==> src/design/vtt_pkg.sv <==
// ============================================================================
// vtt_pkg
// Shared types and constants of the text terminal: field widths, parser
// modes, byte classes, the queue item and the state codes of the back end.
// ============================================================================
package vtt_pkg;

  // Default grid size.
  localparam int ROW_COUNT_DEF = 12;
  localparam int COL_COUNT_DEF = 45;

  // Port field widths.
  localparam int CHAR_W = 8;
  localparam int ROW_W  = 4;
  localparam int COL_W  = 6;
  localparam int MODE_W = 2;

  // Depth of the queue between front and back.
  localparam int QUEUE_DEPTH = 2;

  // Tab stops fall on multiples of this power of two.
  localparam int TAB_STOP  = 4;
  localparam int TAB_SHIFT = $clog2(TAB_STOP);

  // Parameters saturate at this value.
  localparam logic [15:0] PARAM_MAX = 16'hFFFF;

  // Characters with a meaning of their own.
  localparam logic [7:0] CH_BEL    = 8'h07;
  localparam logic [7:0] CH_BS     = 8'h08;
  localparam logic [7:0] CH_TAB    = 8'h09;
  localparam logic [7:0] CH_LF     = 8'h0A;
  localparam logic [7:0] CH_CR     = 8'h0D;
  localparam logic [7:0] CH_ESC    = 8'h1B;
  localparam logic [7:0] CH_SPACE  = 8'h20;
  localparam logic [7:0] CH_ZERO   = 8'h30;
  localparam logic [7:0] CH_NINE   = 8'h39;
  localparam logic [7:0] CH_SEMI   = 8'h3B;
  localparam logic [7:0] CH_FIN_LO = 8'h40;
  localparam logic [7:0] CH_FIN_HI = 8'h7E;
  localparam logic [7:0] CH_LBRACK = 8'h5B;
  localparam logic [7:0] CH_RBRACK = 8'h5D;
  localparam logic [7:0] CH_LC_C   = 8'h63;
  localparam logic [7:0] CH_UP     = 8'h41;
  localparam logic [7:0] CH_DOWN   = 8'h42;
  localparam logic [7:0] CH_RIGHT  = 8'h43;
  localparam logic [7:0] CH_LEFT   = 8'h44;
  localparam logic [7:0] CH_HOME   = 8'h48;
  localparam logic [7:0] CH_HOME_F = 8'h66;
  localparam logic [7:0] CH_ERASE  = 8'h4A;
  localparam logic [7:0] CH_ERLINE = 8'h4B;

  // Parser modes, as reported on the result channel.
  typedef enum logic [MODE_W-1:0] {
    MODE_NORMAL = 2'd0,
    MODE_ESC    = 2'd1,
    MODE_CSI    = 2'd2,
    MODE_OSC    = 2'd3
  } mode_t;

  // Byte classes worked out by the front end.
  typedef enum logic [3:0] {
    CLS_CR,
    CLS_LF,
    CLS_BS,
    CLS_TAB,
    CLS_ESC,
    CLS_BEL,
    CLS_CTRL,
    CLS_DIGIT,
    CLS_SEMI,
    CLS_FINAL,
    CLS_PRINT
  } byte_cls_t;

  // One request as it travels through the queue.
  typedef struct packed {
    logic              is_read;
    logic [CHAR_W-1:0] data;
    logic [ROW_W-1:0]  row;
    logic [COL_W-1:0]  col;
    byte_cls_t         cls;
  } item_t;

  // Back end states.
  typedef enum logic [2:0] {
    BK_IDLE,
    BK_RDDATA,
    BK_SCRRD,
    BK_SCRWR,
    BK_FILL,
    BK_PUT,
    BK_DONE
  } bk_state_t;

endpackage

==> src/design/vtt_front.sv <==
// ============================================================================
// vtt_front
// Accepts requests, classifies host bytes and holds them in a short queue
// from which the back end takes them.
// ============================================================================
module vtt_front
  import vtt_pkg::*;
(
  input  logic              clk,
  input  logic              rst_n,
  input  logic              in_valid,
  output logic              in_ready,
  input  logic              in_req_type,
  input  logic [CHAR_W-1:0] in_data_byte,
  input  logic [ROW_W-1:0]  in_read_row,
  input  logic [COL_W-1:0]  in_read_col,
  output logic              q_valid,
  output item_t             q_item,
  input  logic              q_ready
);

  localparam int PTR_W = $clog2(QUEUE_DEPTH);
  localparam int CNT_W = $clog2(QUEUE_DEPTH + 1);

  item_t              queue_r [QUEUE_DEPTH];
  logic [PTR_W-1:0]   wr_ptr_r;
  logic [PTR_W-1:0]   rd_ptr_r;
  logic [CNT_W-1:0]   count_r;
  item_t              new_item;
  byte_cls_t          cls;
  logic               push;
  logic               pop;

  // Classify the byte independently of the parser mode.
  always_comb begin
    if (in_data_byte == CH_CR) begin
      cls = CLS_CR;
    end else if (in_data_byte == CH_LF) begin
      cls = CLS_LF;
    end else if (in_data_byte == CH_BS) begin
      cls = CLS_BS;
    end else if (in_data_byte == CH_TAB) begin
      cls = CLS_TAB;
    end else if (in_data_byte == CH_ESC) begin
      cls = CLS_ESC;
    end else if (in_data_byte == CH_BEL) begin
      cls = CLS_BEL;
    end else if (in_data_byte < CH_SPACE) begin
      cls = CLS_CTRL;
    end else if (in_data_byte >= CH_ZERO && in_data_byte <= CH_NINE) begin
      cls = CLS_DIGIT;
    end else if (in_data_byte == CH_SEMI) begin
      cls = CLS_SEMI;
    end else if (in_data_byte >= CH_FIN_LO && in_data_byte <= CH_FIN_HI) begin
      cls = CLS_FINAL;
    end else begin
      cls = CLS_PRINT;
    end
  end

  // Build the queue entry.
  always_comb begin
    new_item.is_read = in_req_type;
    new_item.data    = in_data_byte;
    new_item.row     = in_read_row;
    new_item.col     = in_read_col;
    new_item.cls     = cls;
  end

  // Queue handshakes.
  assign in_ready = (count_r != CNT_W'(QUEUE_DEPTH));
  assign q_valid  = (count_r != '0);
  assign q_item   = queue_r[rd_ptr_r];
  assign push     = in_valid && in_ready;
  assign pop      = q_valid && q_ready;

  // Queue pointers and fill count.
  always_ff @(posedge clk) begin
    if (!rst_n) begin
      wr_ptr_r <= '0;
      rd_ptr_r <= '0;
      count_r  <= '0;
    end else begin
      if (push) begin
        wr_ptr_r <= (wr_ptr_r == PTR_W'(QUEUE_DEPTH - 1)) ? '0 : wr_ptr_r + PTR_W'(1);
      end
      if (pop) begin
        rd_ptr_r <= (rd_ptr_r == PTR_W'(QUEUE_DEPTH - 1)) ? '0 : rd_ptr_r + PTR_W'(1);
      end
      if (push && !pop) begin
        count_r <= count_r + CNT_W'(1);
      end else if (pop && !push) begin
        count_r <= count_r - CNT_W'(1);
      end
    end
  end

  // Queue storage.
  always_ff @(posedge clk) begin
    if (push) begin
      queue_r[wr_ptr_r] <= new_item;
    end
  end

endmodule

==> config.mk <==
export PLATFORM = sky130hd
export DESIGN_NAME = vtt_front
export DESIGN_NICKNAME = d
export VERILOG_FILES = /design/src/design/vtt_pkg.sv /design/src/design/vtt_front.sv
export SDC_FILE = /design/constraint.sdc
export NUM_CORES = 1
export LEC_CHECK = 0
export CORE_MARGIN = 2
export CORE_UTILIZATION = 40
export CTS_BUF_LIST = sky130_fd_sc_hd__clkbuf_8
export CTS_CLUSTER_SIZE = 24
export DETAILED_ROUTE_END_ITERATION = 10
export DONT_BUFFER_PORTS = 1
export RECOVER_POWER = 25
export SETUP_SLACK_MARGIN = 0.5
export SLEW_MARGIN = 0
export SYNTH_ARGS = -nofsm -noshare
export SYNTH_HDL_FRONTEND = slang
export SYNTH_SLANG_ARGS = --single-unit
==> constraint.sdc <==
create_clock -name clk -period 4.85 [get_ports clk]
set_input_delay 0.485 -clock clk [delete_from_list [all_inputs] [get_ports clk]]
set_output_delay 0.485 -clock clk [all_outputs]
set_load 0.02 [all_outputs]
==> results.md, run 1 <==
- Xor/xnor cell area share of the yosys netlist: 2.12%
- CTS Root Cell: clkbuf_8
- Initial antenna violation count: 0
- Syn-to-layout area delta: 7.62%
- Critical path class: reg2out
- Share of cells above drive strength 1: 15.1%
- Commonest non-fill, non-tap cell in the layout: edfxtp_1
- ANT nets after route: 0
- CP cell instances: mux2_1
- Worst skew pair latency: 290 ps
- Max Cap Violations: 0
- Top post-synthesis cells by area: edfxtp_1 67%, mux2_1 8.7%, dfxtp_1 4.8%, mux2_2 3.8%, xnor2_1 1.7%
- Antenna Diode Count: 0
- Sw frac: 32.1%
- H-tree depth: 2
- Syn nets: 145
- Sequential Area: 0.00148 mm^2
- Clk_skew: 2.61 ps
- Leak pwr: 0.719 nW
- CP Capture Type: output port
- Clock share of power: 19.4%
- Simple-Gate Fraction of Synth Area: 7.02%
- Sequential power share: 54.8%
- Finish-stage setup viols: 0
- Hold Path Class: in2reg
- CP max stage delay: 1010 ps
- Number of synthesized register bits: 51
- Largest net degree at the start of global routing: 24
- Final WL: 3420 um
- Period utilization: 47.5%
- Fraction of the mapped netlist area in adder cells: 0.605%
- Total CTS buffers: 5
- Clock-pin transition on the worst setup and hold timing paths: 80 ps
- Crit path time final: 2300 ps
- Core Rows: 26
- Number of distinct library cells after synthesis: 33
- Total Power: 0.00112 W
- Multi-input logic area: 576 um^2
- Crit path max-delay family: flip-flops
- Clock buffer depth: 2
- Most frequent cells in the layout: 46 x edfxtp_1, 16 x mux2_1, 7 x mux2_2
- Internal reg-to-reg setup slack: 2660 ps
- Slowest stage cell, crit path: dfxtp_1
- Fillers: 452
- Register area share after synthesis: 71.6%
- Leading area contributor after synthesis: edfxtp_1
- GRT Total Usage: 12.7%
- Mux contribution to synthesized area: 13.2%
- Initial DRC count: 42
- Via/cell ratio: 5.25
- Top-level I/O count: 48
- First-pass GRT wire length: 5510 um
- Vias: 1029
- WL per Instance: 17.4 um
- Post-Synthesis Cells: 121
- Worst VDD drop: 0.185 mV
- Startpoint types: flip-flop
- Hold_sp: in_data_byte[7]
- Fin Hold WS: 284 ps
- # port buffers: 0
- Worst-Margin Slew: 1210 ps
- Core Box Area: 0.00504 mm^2
- Final core utilization: 44.1%
- Synth Warn #: 0
- Compound-gate portion of the synthesized area: 4.72%
- Die ar.: 0.00576 mm^2
- CTS tree: yes
- Hold Fails Final Rpt: 0
- Syn avg cell area: 17.1 um^2
- Pre-antenna DRT Iters: 4
- Die width: 75.9 um
- Initial Util: 41.0%
- Net Sw Power: 0.000359 W
- Number of global-route vias before repair: 1043
- RD Place Congestion: 0.748
- PD cells: 502 mW/mm^2
- Post-synthesis cell area: 0.00207 mm^2
- Max-slew headroom: 19.3%
- Slew Viols, Final: 0
- Share of the synthesized area in the top cell type: 66.8%
- WP data arrival: 1820 ps
- Int Power: 0.000759 W
- Unrepaired setup endpoints after global routing: no
- Gr ovfl total: 0
- RR Startpoint: count_r[0]
- CP required: 4370 ps
- Comb pwr share: 25.8%
- Post_cts resized: 0
- Max frequency: 0.434 GHz
- Largest family of logic cells by synthesized area: multiplexers
- Hold-fix buffer count after cts: 0
- DRC Markers: 0
- Hpwl dp: 2340 um
- Setup bufs post-CTS: 0
- Die H: 75.9 um
- Nets: 150
- Crit path buf inv count: 0
- Setup tns final: 0 ps
- Number of clock sinks: 51
- Status: completed
- Largest fanout on the critical path: 23
## synthesized netlist by cell type
library cell,count
nor3b_1,1
edfxtp_1,46
or2_1,2
nand2_1,6
a2bb2oi_1,1
xnor2_1,4
mux2_2,7
mux2_1,16
buf_2,2
nor4b_2,1
and3_1,1
a21oi_1,3
nand2b_1,2
o2bb2ai_2,1
xor2_1,1
and2b_1,1
nor2_1,1
a21boi_1,1
o32ai_1,1
nand3_1,2
o22ai_1,1
and2_1,4
or2_2,1
mux2_4,1
nor3_1,2
or3_1,1
o21bai_1,1
a211o_1,1
ha_1,1
a2111oi_2,1
dfxtp_1,5
inv_1,1
o21ai_0,1
## sequential cells by signal, summed over array words and instances, names as in the netlist, named ones only
signal	count
queue_r	46
count_r	2
rd_ptr_r	1
wr_ptr_r	1
## path summary, 6_finish.rpt
kind	endpoint	depth (start not counted)
max	q_item[15]	1
min reg2reg	count_r[1]	2
min	queue_r[0][21]	0
max reg2reg	queue_r[0][5]	3
## through the flow
step | setup slack, ps | instance area, um^2 | cells
2_1_floorplan | 2680 | 2070 | 121
3_3_place_gp | 2770 | 2150 | 189
3_5_place_dp | 2650 | 2150 | 189
4_1_cts | 2490 | 2230 | 196
5_1_grt | 2400 | 2230 | 196
6_report | 2550 | 2230 | 196
## routing by layer
metal	vias up	share of wire, %	track usage, %
met2	39	52	21.5
met1	512	36	12.5
met4	0	2.8	6.00
li1	469	-	-
met3	9	8.8	7.26
met5	-	0	0
## power by group through the flow
stage                     Combinational [W]  Clock, W  Sequential, W
final                              0.000288  0.000217       0.000613
after CTS                          0.000292  0.000228       0.000615
after floorplan                    0.000269         0       0.000592
after global placement             0.000280         0       0.000619
after global routing               0.000305  0.000245       0.000624
after detailed placement           0.000291         0       0.000626
## cell families after synthesis
family / Yosys count
AO/OA/AOI/OAI: 12
buffers and inverters: 3
AND/OR/NAND/NOR: 25
flip-flops: 51
adder cells (fa/ha/maj): 1
XOR/XNOR: 5
multiplexers: 24
## area by class of cell
cell class | instances | area share, %
clock buffers | 5 | 3.09
flip-flops and latches | 51 | 66.6
inverters | 1 | 0.169
multi-input cells | 67 | 25.9
well taps | 70 | 3.93
clock inverters | 2 | 0.393
Note: power is estimated with default switching activity, not from simulation.
==> run 2: changes to the inputs <==
Clock period 4.85 ns to 2.26 ns, I/O delays scaled along.
==> results.md, run 2 (synthesized netlist as in run 1, its figures left out) <==
- Net Sw Power: 0.000771 W (+110%)
- Most frequent cells in the layout: 46 x edfxtp_1, 16 x mux2_1, 7 x mux2_2
- Number of clock sinks: 51 (unchanged)
- Int Power: 0.00167 W (+120%)
- Worst Setup SP: count_r[0]
- CP Capture Type: flip-flop
- Die H: 75.9 um (unchanged)
- R2r worst-path depth: 6 (+3)
- WP data arrival: 1870 ps (+50 ps)
- Max frequency: 0.607 GHz
- PD cells: 1050 mW/mm^2 (+110%)
- Comb pwr share: 28.7% (+2.9 points)
- Initial Util: 41.0% (unchanged)
- Max-slew headroom: 76.1% (+57 points)
- Via/cell ratio: 5.01 (-4.5%)
- ANT nets after route: 0 (unchanged)
- Max reg flops: 46 (unchanged)
- CTS Root Cell: clkbuf_8
- Initial DRC count: 63 (+50%)
- Sequential power share: 52.1% (-2.7 points)
- Leak pwr: 0.771 nW (+7.2%)
- Sw frac: 31.5% (-0.59 points)
- Die width: 75.9 um (unchanged)
- Hold Crit Depth: 0 (unchanged)
- Area after DPL: 0.00218 mm^2 (+1.3%)
- RR Startpoint: count_r[0]
- Finish-stage setup viols: 0 (unchanged)
- Worst skew pair latency: 290 ps (about the same)
- Worst r2r dst: count_r[1]
- Biggest register: queue_r
- Largest net degree at the start of global routing: 24 (unchanged)
- Clock-pin transition on the worst setup and hold timing paths: 80 ps (about the same)
- Core Box Area: 0.00504 mm^2 (unchanged)
- Share of cells above drive strength 1: 19.3% (+4.2 points)
- Pre-antenna DRT Iters: 4 (unchanged)
- H-tree depth: 2 (unchanged)
- Crit path time final: 1650 ps
- Hold Fails Final Rpt: 0 (unchanged)
- Period utilization: 72.8%
- Nets: 158 (+5.3%)
- Vias: 1028 (-0.097%)
- Top-level I/O count: 48 (unchanged)
- Clk_skew: 3.69 ps (+1.08 ps)
- Syn-to-layout area delta: 12.4%
- Hold_sp: in_read_col[4]
- Worst setup path end: count_r[1]
- Internal reg-to-reg setup slack: 610 ps (-2050 ps)
- Number of global-route vias before repair: 1057 (+1.3%)
- Hold Path Class: in2reg
- Setup tns final: 0 ps (unchanged)
- Unrepaired setup endpoints after global routing: yes
- Fin Hold WS: 26.0 ps (-258 ps)
- Total CTS buffers: 5 (unchanged)
- Gr ovfl total: 0 (unchanged)
- Critical path class: reg2reg
- DRC Markers: 0 (unchanged)
- First-pass GRT wire length: 5440 um (-1.1%)
- Core Rows: 26 (unchanged)
- WL per Instance: 16.4 um (-5.9%)
- Max Cap Violations: 0 (unchanged)
- Worst-Margin Slew: 358 ps (-851 ps)
- Commonest non-fill, non-tap cell in the layout: edfxtp_1
- Post-route cell area: 0.00232 mm^2 (+4.4%)
- Hpwl dp: 2300 um (-1.6%)
- RD Place Congestion: 0.642 (-14%)
- Worst VDD drop: 0.292 mV (+58%)
- GRT Total Usage: 12.3% (-0.37 points)
- Setup bufs post-CTS: 0 (unchanged)
- Largest regs: queue_r: 46 flops, count_r: 2 flops
- CP required: 2480 ps (-1890 ps)
- # port buffers: 0 (unchanged)
- Slew Viols, Final: 0 (unchanged)
- Largest fanout on the critical path: 4 (-83%)
- Clock share of power: 19.1% (-0.3 points)
- Antenna Diode Count: 0 (unchanged)
- Final WL: 3360 um (-1.6%)
- Startpoint types: flip-flop
- Status: completed
- Die ar.: 0.00576 mm^2 (unchanged)
- CTS tree: yes
- Initial antenna violation count: 0 (unchanged)
- Clock buffer depth: 2 (unchanged)
-- run 2: changes by cell type in the layout (fill, tap and decap cells not counted), sizes merged --
cell	before	now
inv	1	3
buf	0	3
clkinv	2	1
dlygate4sd3	0	5
-- run 2: repair_timing --
| item | 4_1_cts | 5_1_grt |
|---|---|---|
| endpoints found under the setup margin | 32 | 15 |
| cloned | 0 | 0 |
| hold buffers | 0 | 5 |
| hold endpoints to repair | 0 | 6 |
| gates resized for setup | 3 | 3 |
| pin swaps | 0 | 0 |
-- run 2: per-stage QoR --
step	setup slack, ps	std cells	util, %	total power, W
final	614	205	46.1	0.00245
after global routing	491	205	46.1	0.00258
after CTS	502	200	44.9	0.00246
after detailed placement	413	192	43.2	0.00197
after global placement	528	192	43.2	0.00195
after floorplan	569	121	-	0.00185
-- run 2: worst max-delay path, stage by stage (launching register included) --
cell and delay, ps:
dfxtp_1 360, nand2b_4 190, nand2_2 130, inv_1 60
ha_1 320, or3_1 360, a21boi_1 160
-- run 2: power groups by stage --
| stage | sequential (W) | clock (W) | combinational, W |
|---|---|---|---|
| after floorplan | 0.00127 | 0 | 0.000582 |
| after global placement | 0.00128 | 0 | 0.000668 |
| after detailed placement | 0.00129 | 0 | 0.000682 |
| after CTS | 0.00127 | 0.000491 | 0.000696 |
| after global routing | 0.00130 | 0.000526 | 0.000758 |
| final | 0.00128 | 0.000467 | 0.000703 |
-- run 2: worst min path at each step --
stage               slack [ps]             end
floorplan                  320  queue_r[0][10]
global placement           320  queue_r[1][12]
detailed placement         320   queue_r[1][8]
CTS                         10   queue_r[1][8]
global route               0.1   queue_r[0][5]
finish                      30   queue_r[1][8]
-- run 2: per-layer routing --
metal	global-route usage, %	vias to the layer above	part of all wire, %
li1	-	489	-
met1	14.5	513	42
met2	19.5	24	51
met3	5.24	2	6.5
met4	6.00	0	0.45
met5	0	-	0
-- run 2: final cells by class --
| cell class | count | area, um^2 |
|---|---|---|
| Fill cell | 435 | 2720 |
| Clock inverter | 3 | 12.5 |
| Multi-Input combinational cell | 67 | 593 |
| Inverter | 1 | 3.75 |
| Sequential cell | 51 | 1480 |
| Clock buffer | 5 | 68.8 |
| Timing Repair Buffer | 8 | 76.3 |
| Tap cell | 70 | 87.6 |
==> run 3: changes to the inputs <==
Clock period 2.26 ns to 1.66 ns, I/O delays scaled along.
==> results.md, run 3 (synthesized netlist as in run 1, its figures left out) <==
- Crit path time final: 1490 ps (-158 ps)
- Largest net degree at the start of global routing: 15 (-38%)
- Post-route cell area: 0.00296 mm^2 (+27%)
- Antenna Diode Count: 0 (unchanged)
- Area after DPL: 0.00225 mm^2 (+3.6%)
- Commonest non-fill, non-tap cell in the layout: edfxtp_1
- # port buffers: 0 (unchanged)
- Core Rows: 26 (unchanged)
- Die ar.: 0.00576 mm^2 (unchanged)
- Core Box Area: 0.00504 mm^2 (unchanged)
- Setup tns final: 0 ps (unchanged)
- Max-slew headroom: 75.4% (-0.71 points)
- Leak pwr: 1.09 nW (+41%)
- Die H: 75.9 um (unchanged)
- DRC Markers: 0 (unchanged)
- Worst-Margin Slew: 368 ps (+10.7 ps)
- CP Capture Type: flip-flop
- Nets: 192 (+22%)
- H-tree depth: 2 (unchanged)
- WL per Instance: 17.6 um (+7.2%)
- Final core utilization: 58.7% (+13 points)
- Status: completed
- Total CTS buffers: 5 (unchanged)
- Share of cells above drive strength 1: 39.1% (+20 points)
- Most frequent cells in the layout: 46 x edfxtp_1, 24 x mux2_4, 20 x dlygate4sd3_1
- Hold Fails Final Rpt: 0 (unchanged)
- Slew Viols, Final: 0 (unchanged)
- Clk_skew: 6.47 ps (+2.78 ps)
- CTS Root Cell: clkbuf_8
- Syn-to-layout area delta: 43.0%
- Largest fanout on the critical path: 3 (-1)
- Max Cap Violations: 0 (unchanged)
- Worst skew pair latency: 300 ps (about the same)
- Post-Place Cells: 192 (unchanged)
- Critical path class: reg2reg
- Number of global-route vias before repair: 1289 (+22%)
- Clock-pin transition on the worst setup and hold timing paths: 80 ps (about the same)
- GRT Total Usage: 15.3% (+3.0 points)
- Hpwl dp: 2220 um (-3.3%)
- CTS tree: yes
- Vias: 1220 (+19%)
- Worst VDD drop: 0.841 mV (+190%)
- Initial antenna violation count: 0 (unchanged)
- Max frequency: 0.672 GHz (+11%)
- Number of clock sinks: 51 (unchanged)
- Via/cell ratio: 5.10 (+1.8%)
- Initial DRC count: 34 (-46%)
- Max reg flops: 46 (unchanged)
- Hold Path Class: in2reg
- Biggest register: queue_r
- Startpoint types: flip-flop
- PD cells: 1440 mW/mm^2 (+37%)
- Pre-antenna DRT Iters: 4 (unchanged)
- Fin cells: 239 (+17%)
- Final WL: 4210 um (+25%)
- Fillers: 393 (-9.7%)
- Die width: 75.9 um (unchanged)
- First-pass GRT wire length: 6680 um (+23%)
- Largest regs: queue_r: 46 flops, count_r: 2 flops
- Top-level I/O count: 48 (unchanged)
- Hold-fix buffer count after cts: 20 (+20)
- Clock buffer depth: 2 (unchanged)
- CP required: 1890 ps (-590 ps)
- Gr ovfl total: 0 (unchanged)
- ANT nets after route: 0 (unchanged)
- Initial Util: 41.0% (unchanged)
- Unrepaired setup endpoints after global routing: yes
- RD Place Congestion: 0.777 (+21%)
- Finish-stage setup viols: 0 (unchanged)
- WP data arrival: 1710 ps (-160 ps)
- Period utilization: 89.6% (+17 points)
-- run 3: cell count changes in the layout (fill, tap and decap cells not counted), sizes merged --
| cell | delta |
|---|---|
| buf | +17 |
| dlygate4sd3 | +15 |
| bufbuf | +1 |
| clkbuf | +1 |
-- run 3: metal layers --
metal  vias up  wire length [um]  track usage [%]  part of all wire [%]
met5         -                 0                0                     0
met4         0                77             4.91                   1.8
met1       609              1710             17.5                    41
met2        43              2180             27.0                    52
li1        560                 -                -                     -
met3         8               241             5.24                   5.7
-- run 3: critical path: stages, from the launching register on --
cell      delay, ps
dfxtp_4         360
nand2b_4        180
nand2_4          80
inv_1            50
ha_4            150
xor2_1          140
or3_1           300
a21boi_1        150
-- run 3: layout make-up --
type	instances	area, um^2	share of cell area [%]
clock buffers	5	68.8	2.33
clock inverters	3	12.5	0.423
inverters	1	3.75	0.127
multi-input cells	67	706	23.9
flip-flops and latches	51	1490	50.4
well taps	70	87.6	2.96
repair buffers	42	589	19.9
-- run 3: stage by stage --
| step | total power, W | worst slack [ps] | hold WS, ps |
|---|---|---|---|
| floorplan | 0.00260 | 264 | 265 |
| global placement | 0.00279 | 233 | 265 |
| detailed placement | 0.00282 | 169 | 265 |
| CTS | 0.00416 | 156 | 0.274 |
| global route | 0.00446 | 128 | -2.40 |
| finish | 0.00427 | 172 | 13.1 |
-- run 3: what timing repair did --
item | in CTS | in global routing
cloned | 6 | 1
pin swaps | 1 | 6
setup buffers | 8 | 4
gates resized for setup | 48 | 5
hold endpoints to repair | 41 | 1
setup endpoints to repair | 71 | 74
-- run 3: final timing paths --
| check | start | end | slack, ps | cells past startpoint |
|---|---|---|---|---|
| hold / removal | rst_n | wr_ptr_r | 10 | 1 |
| setup / recovery | count_r[0] | count_r[1] | 170 | 7 |
| setup reg to reg | count_r[0] | count_r[1] | 170 | 7 |
| hold reg to reg | count_r[1] | count_r[1] | 530 | 2 |
-- run 3: where the power goes --
group	leakage, nW	total [W]	internal (W)	switching (W)
Combinational	0.567	0.00186	0.00104	0.000817
Clock	0.0505	0.000652	0.000284	0.000368
Sequential	0.471	0.00176	0.00166	0.0000974
Total	1.09	0.00427	0.00298	0.00128
